[src/hw/rtl/masked_route_table_assert.svh]
// Assertion macros for the masked route table.
// Expects signals named clk and rst in the scope of each use.
`ifndef MASKED_ROUTE_TABLE_ASSERT_SVH
`define MASKED_ROUTE_TABLE_ASSERT_SVH

// Same-cycle implication, checked outside reset.
`define MRT_ASSERT_SAME(label, ante, cons) \
  label: assert property (@(posedge clk) disable iff (rst) (ante) |-> (cons)) \
    else $error("masked_route_table: same-cycle check failed");

// Next-cycle implication, checked outside reset.
`define MRT_ASSERT_NEXT(label, ante, cons) \
  label: assert property (@(posedge clk) disable iff (rst) (ante) |=> (cons)) \
    else $error("masked_route_table: next-cycle check failed");

`endif

[src/hw/rtl/mrt_pkg.sv]
// Shared types and codes for the masked route table.
// No dependencies; imported by masked_route_table and mrt_match.
`timescale 1ns / 1ps

package mrt_pkg;

  localparam logic OP_ADD    = 1'b0;
  localparam logic OP_LOOKUP = 1'b1;

  localparam logic ST_STORED = 1'b0;
  localparam logic ST_FULL   = 1'b1;

  typedef struct packed {
    logic        opcode;
    logic [31:0] dest_addr;
    logic [31:0] route_network;
    logic [31:0] route_netmask;
    logic [31:0] route_gateway;
  } req_t;

  typedef struct packed {
    logic        add_status;
    logic [31:0] next_hop;
  } rsp_t;

  typedef struct packed {
    logic [31:0] network;
    logic [31:0] netmask;
    logic [31:0] gateway;
  } route_t;

  localparam int ROUTE_W = $bits(route_t);

endpackage

[src/hw/rtl/masked_route_table.sv]
// Top level of the masked route table: sequencer, fill count and result register.
// Depends on mrt_pkg, mrt_ram, mrt_match and masked_route_table_assert.svh.
`timescale 1ns / 1ps
`include "masked_route_table_assert.svh"

// Channel  Signals                        Direction  Payload
// req      req_valid, req_ready, req      in         mrt_pkg::req_t
// rsp      rsp_valid, rsp_ready, rsp      out        mrt_pkg::rsp_t
//
// An add beat's status is registered on acceptance and then moves to the output
// register once it is free. A lookup scans the route RAM one entry per cycle
// through its single read port and stops on the first hit or after the last
// filled entry; an empty table is not read at all. Reset clears only the
// fill count and control state; no clearing pass is needed. A stalled rsp holds
// in the output register while the next req beat is already taken and worked on.

module masked_route_table #(
  parameter int ROUTE_ENTRIES = 16
) (
  input  logic          clk,
  input  logic          rst,
  input  logic          req_valid,
  output logic          req_ready,
  input  mrt_pkg::req_t req,
  output logic          rsp_valid,
  input  logic          rsp_ready,
  output mrt_pkg::rsp_t rsp
);
  import mrt_pkg::*;

  // Address width of the route RAM and width of a counter that can hold the
  // entry count itself.
  localparam int AW = (ROUTE_ENTRIES > 1) ? $clog2(ROUTE_ENTRIES) : 1;
  localparam int CW = $clog2(ROUTE_ENTRIES + 1);
  localparam logic [CW-1:0] FULL_COUNT = CW'(ROUTE_ENTRIES);

  localparam logic [1:0] S_IDLE = 2'd0;
  localparam logic [1:0] S_SCAN = 2'd1;
  localparam logic [1:0] S_HOLD = 2'd2;

  logic [1:0]    state;
  logic [1:0]    state_next;

  // Routes are never removed, so the valid entries are always entries
  // 0 .. count-1 and the lowest free entry is the entry at count.
  logic [CW-1:0] count;
  logic [CW-1:0] scan_idx;
  logic          pend;
  logic [31:0]   dest;
  rsp_t          result;

  logic          req_fire;
  logic          add_write;
  logic          issue;
  logic          hit;
  logic          scan_done;
  logic          load_rsp;
  route_t        wr_route;
  route_t        rd_route;
  logic [ROUTE_W-1:0] rd_bits;

  assign req_ready = (state == S_IDLE);
  assign req_fire  = req_valid && req_ready;
  assign add_write = req_fire && (req.opcode == OP_ADD) && (count != FULL_COUNT);

  // A read is issued while unscanned valid entries remain; its data comes
  // back in the next cycle and is checked while the next read goes out.
  assign issue = (state == S_SCAN) && (scan_idx < count);

  assign wr_route = '{network: req.route_network,
                      netmask: req.route_netmask,
                      gateway: req.route_gateway};

  mrt_ram #(
    .WIDTH  (ROUTE_W),
    .DEPTH  (ROUTE_ENTRIES),
    .ADDR_W (AW)
  ) u_ram (
    .clk   (clk),
    .we    (add_write),
    .waddr (count[AW-1:0]),
    .wdata (wr_route),
    .raddr (scan_idx[AW-1:0]),
    .rdata (rd_bits)
  );

  assign rd_route = route_t'(rd_bits);

  mrt_match u_match (
    .dest_addr (dest),
    .route     (rd_route),
    .hit       (hit)
  );

  // The scan ends on the first hit, or once every valid entry has been
  // checked without one.
  assign scan_done = (pend && hit) || (!issue && !(pend && !hit));

  // The held result moves to the output register once it is free.
  assign load_rsp = (state == S_HOLD) && (!rsp_valid || rsp_ready);

  always_comb begin
    state_next = state;
    case (state)
      S_IDLE: begin
        if (req_fire) begin
          state_next = (req.opcode == OP_LOOKUP) ? S_SCAN : S_HOLD;
        end
      end
      S_SCAN: begin
        if (scan_done) begin
          state_next = S_HOLD;
        end
      end
      S_HOLD: begin
        if (load_rsp) begin
          state_next = S_IDLE;
        end
      end
      default: state_next = S_IDLE;
    endcase
  end

  always_ff @(posedge clk) begin
    if (rst) begin
      state     <= S_IDLE;
      count     <= '0;
      pend      <= 1'b0;
      rsp_valid <= 1'b0;
    end else begin
      state <= state_next;
      if (add_write) begin
        count <= count + CW'(1);
      end
      pend <= issue;
      if (load_rsp) begin
        rsp_valid <= 1'b1;
      end else if (rsp_ready) begin
        rsp_valid <= 1'b0;
      end
    end
  end

  // Payload and scan registers; these need no reset.
  always_ff @(posedge clk) begin
    if (req_fire) begin
      dest     <= req.dest_addr;
      scan_idx <= '0;
      if (req.opcode == OP_ADD) begin
        result.add_status <= (count == FULL_COUNT) ? ST_FULL : ST_STORED;
        result.next_hop   <= '0;
      end
    end else if (issue) begin
      scan_idx <= scan_idx + CW'(1);
    end
    if ((state == S_SCAN) && scan_done) begin
      result.add_status <= ST_STORED;
      result.next_hop   <= (pend && hit) ? rd_route.gateway : dest;
    end
    if (load_rsp) begin
      rsp <= result;
    end
  end

  `MRT_ASSERT_SAME(a_count_bound, 1'b1, count <= FULL_COUNT)
  `MRT_ASSERT_SAME(a_full_is_full, rsp_valid && (rsp.add_status == ST_FULL),
                   (count == FULL_COUNT) && (rsp.next_hop == 32'd0))
  `MRT_ASSERT_NEXT(a_lookup_scans, req_fire && (req.opcode == OP_LOOKUP), state == S_SCAN)
  `MRT_ASSERT_SAME(a_read_in_range, pend, scan_idx <= count)

endmodule

[src/hw/rtl/mrt_ram.sv]
// Generic single-write, single-read RAM with a registered read port.
// No dependencies.
`timescale 1ns / 1ps

module mrt_ram #(
  parameter int WIDTH  = 96,
  parameter int DEPTH  = 16,
  parameter int ADDR_W = (DEPTH > 1) ? $clog2(DEPTH) : 1
) (
  input  logic              clk,
  input  logic              we,
  input  logic [ADDR_W-1:0] waddr,
  input  logic [WIDTH-1:0]  wdata,
  input  logic [ADDR_W-1:0] raddr,
  output logic [WIDTH-1:0]  rdata
);

  logic [WIDTH-1:0] mem [DEPTH];

  always_ff @(posedge clk) begin
    if (we) begin
      mem[waddr] <= wdata;
    end
    rdata <= mem[raddr];
  end

endmodule

[src/hw/rtl/mrt_match.sv]
// Masked compare unit shared by every step of a lookup scan.
// Depends on mrt_pkg for the route entry type.
`timescale 1ns / 1ps

module mrt_match (
  input  logic [31:0]    dest_addr,
  input  mrt_pkg::route_t route,
  output logic           hit
);
  import mrt_pkg::*;

  // An entry matches when the masked destination equals its network.
  assign hit = ((dest_addr & route.netmask) == route.network);

endmodule

[config.mk]
export PLATFORM = sky130hd
export DESIGN_NAME = masked_route_table
export DESIGN_NICKNAME = d
export VERILOG_FILES = /design/src/hw/rtl/mrt_pkg.sv /design/src/hw/rtl/masked_route_table.sv /design/src/hw/rtl/mrt_ram.sv /design/src/hw/rtl/mrt_match.sv
export VERILOG_INCLUDE_DIRS = /design/src /design/src/hw/rtl
export SDC_FILE = /design/constraint.sdc
export NUM_CORES = 2
export LEC_CHECK = 0
export BUFFER_PORTS_ARGS = -buffer_cell sky130_fd_sc_hd__buf_2
export CELL_PAD_IN_SITES_DETAIL_PLACEMENT = 0
export CELL_PAD_IN_SITES_GLOBAL_PLACEMENT = 1
export CORE_MARGIN = 2
export CORE_UTILIZATION = 50
export CTS_BUF_LIST = sky130_fd_sc_hd__clkbuf_2
export DETAILED_ROUTE_END_ITERATION = 10
export GPL_TIMING_DRIVEN = 0
export PLACE_DENSITY_LB_ADDON = 0.1
export SYNTH_ARGS = -nofsm -noshare
export SYNTH_HDL_FRONTEND = slang
export SYNTH_SLANG_ARGS = --single-unit
export TNS_END_PERCENT = 30
[constraint.sdc]
create_clock -name clk -period 23.4 [get_ports clk]
set_input_delay 4.68 -clock clk [delete_from_list [all_inputs] [get_ports clk]]
set_output_delay 4.68 -clock clk [all_outputs]
set_load 0.005 [all_outputs]
==> summary.txt <==
Routing
  – Initial drt markers: 3573
  – DRC violations left: 0
  – Routed wire length: 170 mm
  – Drt first pass iters: 7
  – DRT antenna net count: 0
  – Avg WL per Cell: 31.8 um
  – Routed vias: 31456
  – Post-DR vias/cell: 5.88

Clock network
  – Clock-pin slew on the worst setup and hold paths: 0.09 ns
  – Post-CTS setup buffers: 0
  – Clk buf depth: 4
  – CTS buffer count: 441
  – CTS HTree Levels: 5
  – Clock net sink count: 1744
  – Root buf cell: clkbuf_2
  – Hold_buf cts: 0
  – Post-CTS Resized: 0
  – CTS tree: yes
  – Clock Latency Late Sink: 1.76 ns

Floorplanning
  – Die Footprint: 131000 um2
  – Die span in y: 362 um
  – # IOs: 168
  – Die width: 362 um
  – Initial Util: 0.503
  – CORE AREA: 128000 um2
  – Row cnt: 131

STA
  – Fin worst setup slack: 15.88 ns
  – Setup Viol. Count Final: 0
  – Tightest Pin Transition: 1.31 ns
  – RSZ-0062 raised after global routing: false
  – Max_slew headroom: 0.126
  – Min cycle time layout: 7.52 ns
  – Final hold vios: 0
  – Final Max Slew Viols: 0
  – Achievable Freq: 133 MHz
  – Layout Skew: 0.130 ns
  – Tcrit/Tclk final: 0.322

Cells and area
  – Most common cell after layout, fill and taps aside: edfxtp_1
  – Fillers: 9640
  – Finished Cell Area: 73300 um2
  – Layout cell share with drive strength beyond 1: 0.438
  – Synth-to-Final Area Change: 14.2%
  – Most frequent cells in the layout: 1633 x edfxtp_1, 692 x clkbuf_2, 480 x mux4_2
  – Nets@finish: 3468

Yosys
  – Post-synth ARST share: 0
  – Synth warn: 0
  – Syn Inst Count: 2545
  – Main synth FF type: edfxtp_1
  – Number of flops mapped to enable cells by yosys: 1633
  – Syn_area_per_cell: 25.2 um2
  – Unique masters post-synth: 46
  – Synth Cell Area: 64200 um2
  – Synthesized Nets: 2687
  – Seq/Total Area, Yosys: 0.799
  – FF+latch count, synth: 1744

Placed design
  – DP HPWL: 109 mm
  – Post-DP Area: 69300 um2
  – Placer congestion estimate: 0.791
  – Setup WS pre-CTS: 14.23 ns
  – PortBufs: 166

Worst setup path
  – Setup crit end kind: register
  – R2r setup slk: 18.15 ns
  – Arr. time, crit path: 8.86 ns
  – Crit Path Class: primary input to register
  – Crit Path Max Fanout: 38
  – Startpoint types: primary input
  – Critical path required time: 24.73 ns

Power
  – Power per cell area: 77.5 nW/um2
  – VDD IR max: 0.0530 mV
  – Leakage power: 23.9 nW

Job
  – # Max-Cap Violations: 0

Min path
  – Hold crit path type: register to register

Global route
  – GRT overflow: 0
  – First-pass GRT wire length: 236 mm
  – Total GRT Usage: 0.263
  – Initial antenna violation count: 38
  – Largest net degree at the start of global routing: 39
  – Vias in the first global route: 32626

Run status
  – Status: completed
[report_power, final]
| part | internal, mW | total, mW | switching [mW] |
|---|---|---|---|
| Sequential | 3.44 | 3.47 | 0.0274 |
| Clock | 0.828 | 2.03 | 1.20 |
| Combinational | 0.0732 | 0.185 | 0.112 |
[synthesized netlist by cell type (2+ instances only)]
| cell type | count | area [um2] |
|---|---|---|
| a211oi_1 | 2 | 15.0 |
| a21boi_0 | 2 | 15.0 |
| a21o_1 | 3 | 22.5 |
| a21oi_1 | 8 | 40.0 |
| a22o_1 | 32 | 280 |
| and2_1 | 4 | 25.0 |
| and3_1 | 5 | 31.3 |
| and3b_1 | 3 | 26.3 |
| buf_1 | 9 | 33.8 |
| buf_2 | 15 | 75.1 |
| buf_4 | 25 | 188 |
| buf_6 | 17 | 191 |
| clkbuf_1 | 51 | 191 |
| dfxtp_1 | 111 | 2220 |
| edfxtp_1 | 1633 | 49000 |
| ha_1 | 9 | 113 |
| inv_1 | 11 | 41.3 |
| mux2i_1 | 2 | 20.0 |
| mux4_2 | 480 | 10800 |
| nand2_1 | 30 | 113 |
| nand2b_1 | 5 | 31.3 |
| nand3_1 | 4 | 20.0 |
| nand4_1 | 7 | 43.8 |
| nor2_1 | 15 | 56.3 |
| nor3_1 | 4 | 20.0 |
| nor4_1 | 6 | 37.5 |
| o21ai_0 | 3 | 15.0 |
| o22a_1 | 2 | 17.5 |
| o311ai_0 | 2 | 17.5 |
| o41ai_1 | 2 | 17.5 |
| or3_1 | 2 | 12.5 |
| xnor2_1 | 4 | 35.0 |
| xor2_1 | 24 | 210 |
[metal layers]
metal  vias to the layer above  GRT usage  routed length (um)
met5                         -          0                 154
met4                        26     0.0841                4080
met3                       329     0.0788               16200
met2                      1571      0.408               81500
met1                     16649      0.362               68200
li1                      12881          -                   -
[worst paths after layout]
kind / endpoint / cells past startpoint / start
max: u_ram.mem[1][33]$_DFFE_PP_ / 8 / req_valid
min: rsp[0]$_DFFE_PP_ / 0 / result[0]$_SDFFCE_PN0P_
max reg2reg: u_ram.mem[1][33]$_DFFE_PP_ / 8 / state[1]$_SDFFE_PP0P_
min reg2reg: rsp[0]$_DFFE_PP_ / 0 / result[0]$_SDFFCE_PN0P_
[stage by stage]
stage / utilization / instances / setup TNS, ns / power (mW) / hold slack (ns)
2_1_floorplan: - / 2545 / 0 / 3.62 / 0.400
3_3_place_gp: 0.526 / 4373 / -2669.46 / 3.72 / 0.410
3_5_place_dp: 0.543 / 4545 / 0 / 3.73 / 0.406
4_1_cts: 0.574 / 5336 / 0 / 5.75 / 0.408
5_1_grt: 0.575 / 5347 / 0 / 5.91 / 0.415
6_report: 0.575 / 5353 / 0 / 5.68 / 0.414
[critical path, stage by stage]
cell and delay (ns):
buf_2 0.14, nand2_1 0.14, inv_2 0.79, nand2b_1 0.46
a2111oi_0 1.12, and2_4 0.76, buf_16 0.34, buf_16 0.32
[logic make-up (layout without fill, tap and decap cells)]
group / count (synthesis) / in the layout / share of synthesized area
adders and majority gates: 9 / 9 / 0.00176
xor gates and xnor gates: 28 / 28 / 0.00382
AOI/OAI and AO/OA: 64 / 64 / 0.00825
muxes: 482 / 482 / 0.169
and+or+nand+nor: 88 / 88 / 0.00708
other: 0 / 17 / 0
buffers and inverters: 130 / 1259 / 0.0113
DFF: 1744 / 1744 / 0.799
[registers in the layout (all words and copies together) (netlist names)]
name	count
u_ram.mem	1536
u_ram.rdata	96
result	33
rsp	33
dest	32
count	5
scan_idx	5
state	2
pend	1
rsp_valid	1
[layout make-up]
type | count | area, um2 | share of cell area
tap | 1662 | 2080 | 0.0284
inverter | 13 | 48.8 | 0.000666
multi-input combinational | 671 | 12300 | 0.167
antenna | 17 | 42.5 | 0.000580
timing repair buffer | 338 | 2930 | 0.0400
buffer | 117 | 682 | 0.00930
clock inverter | 101 | 528 | 0.00720
clock buffer | 690 | 3450 | 0.0471
sequential | 1744 | 51300 | 0.699
Power figures use the tool's default switching activity.
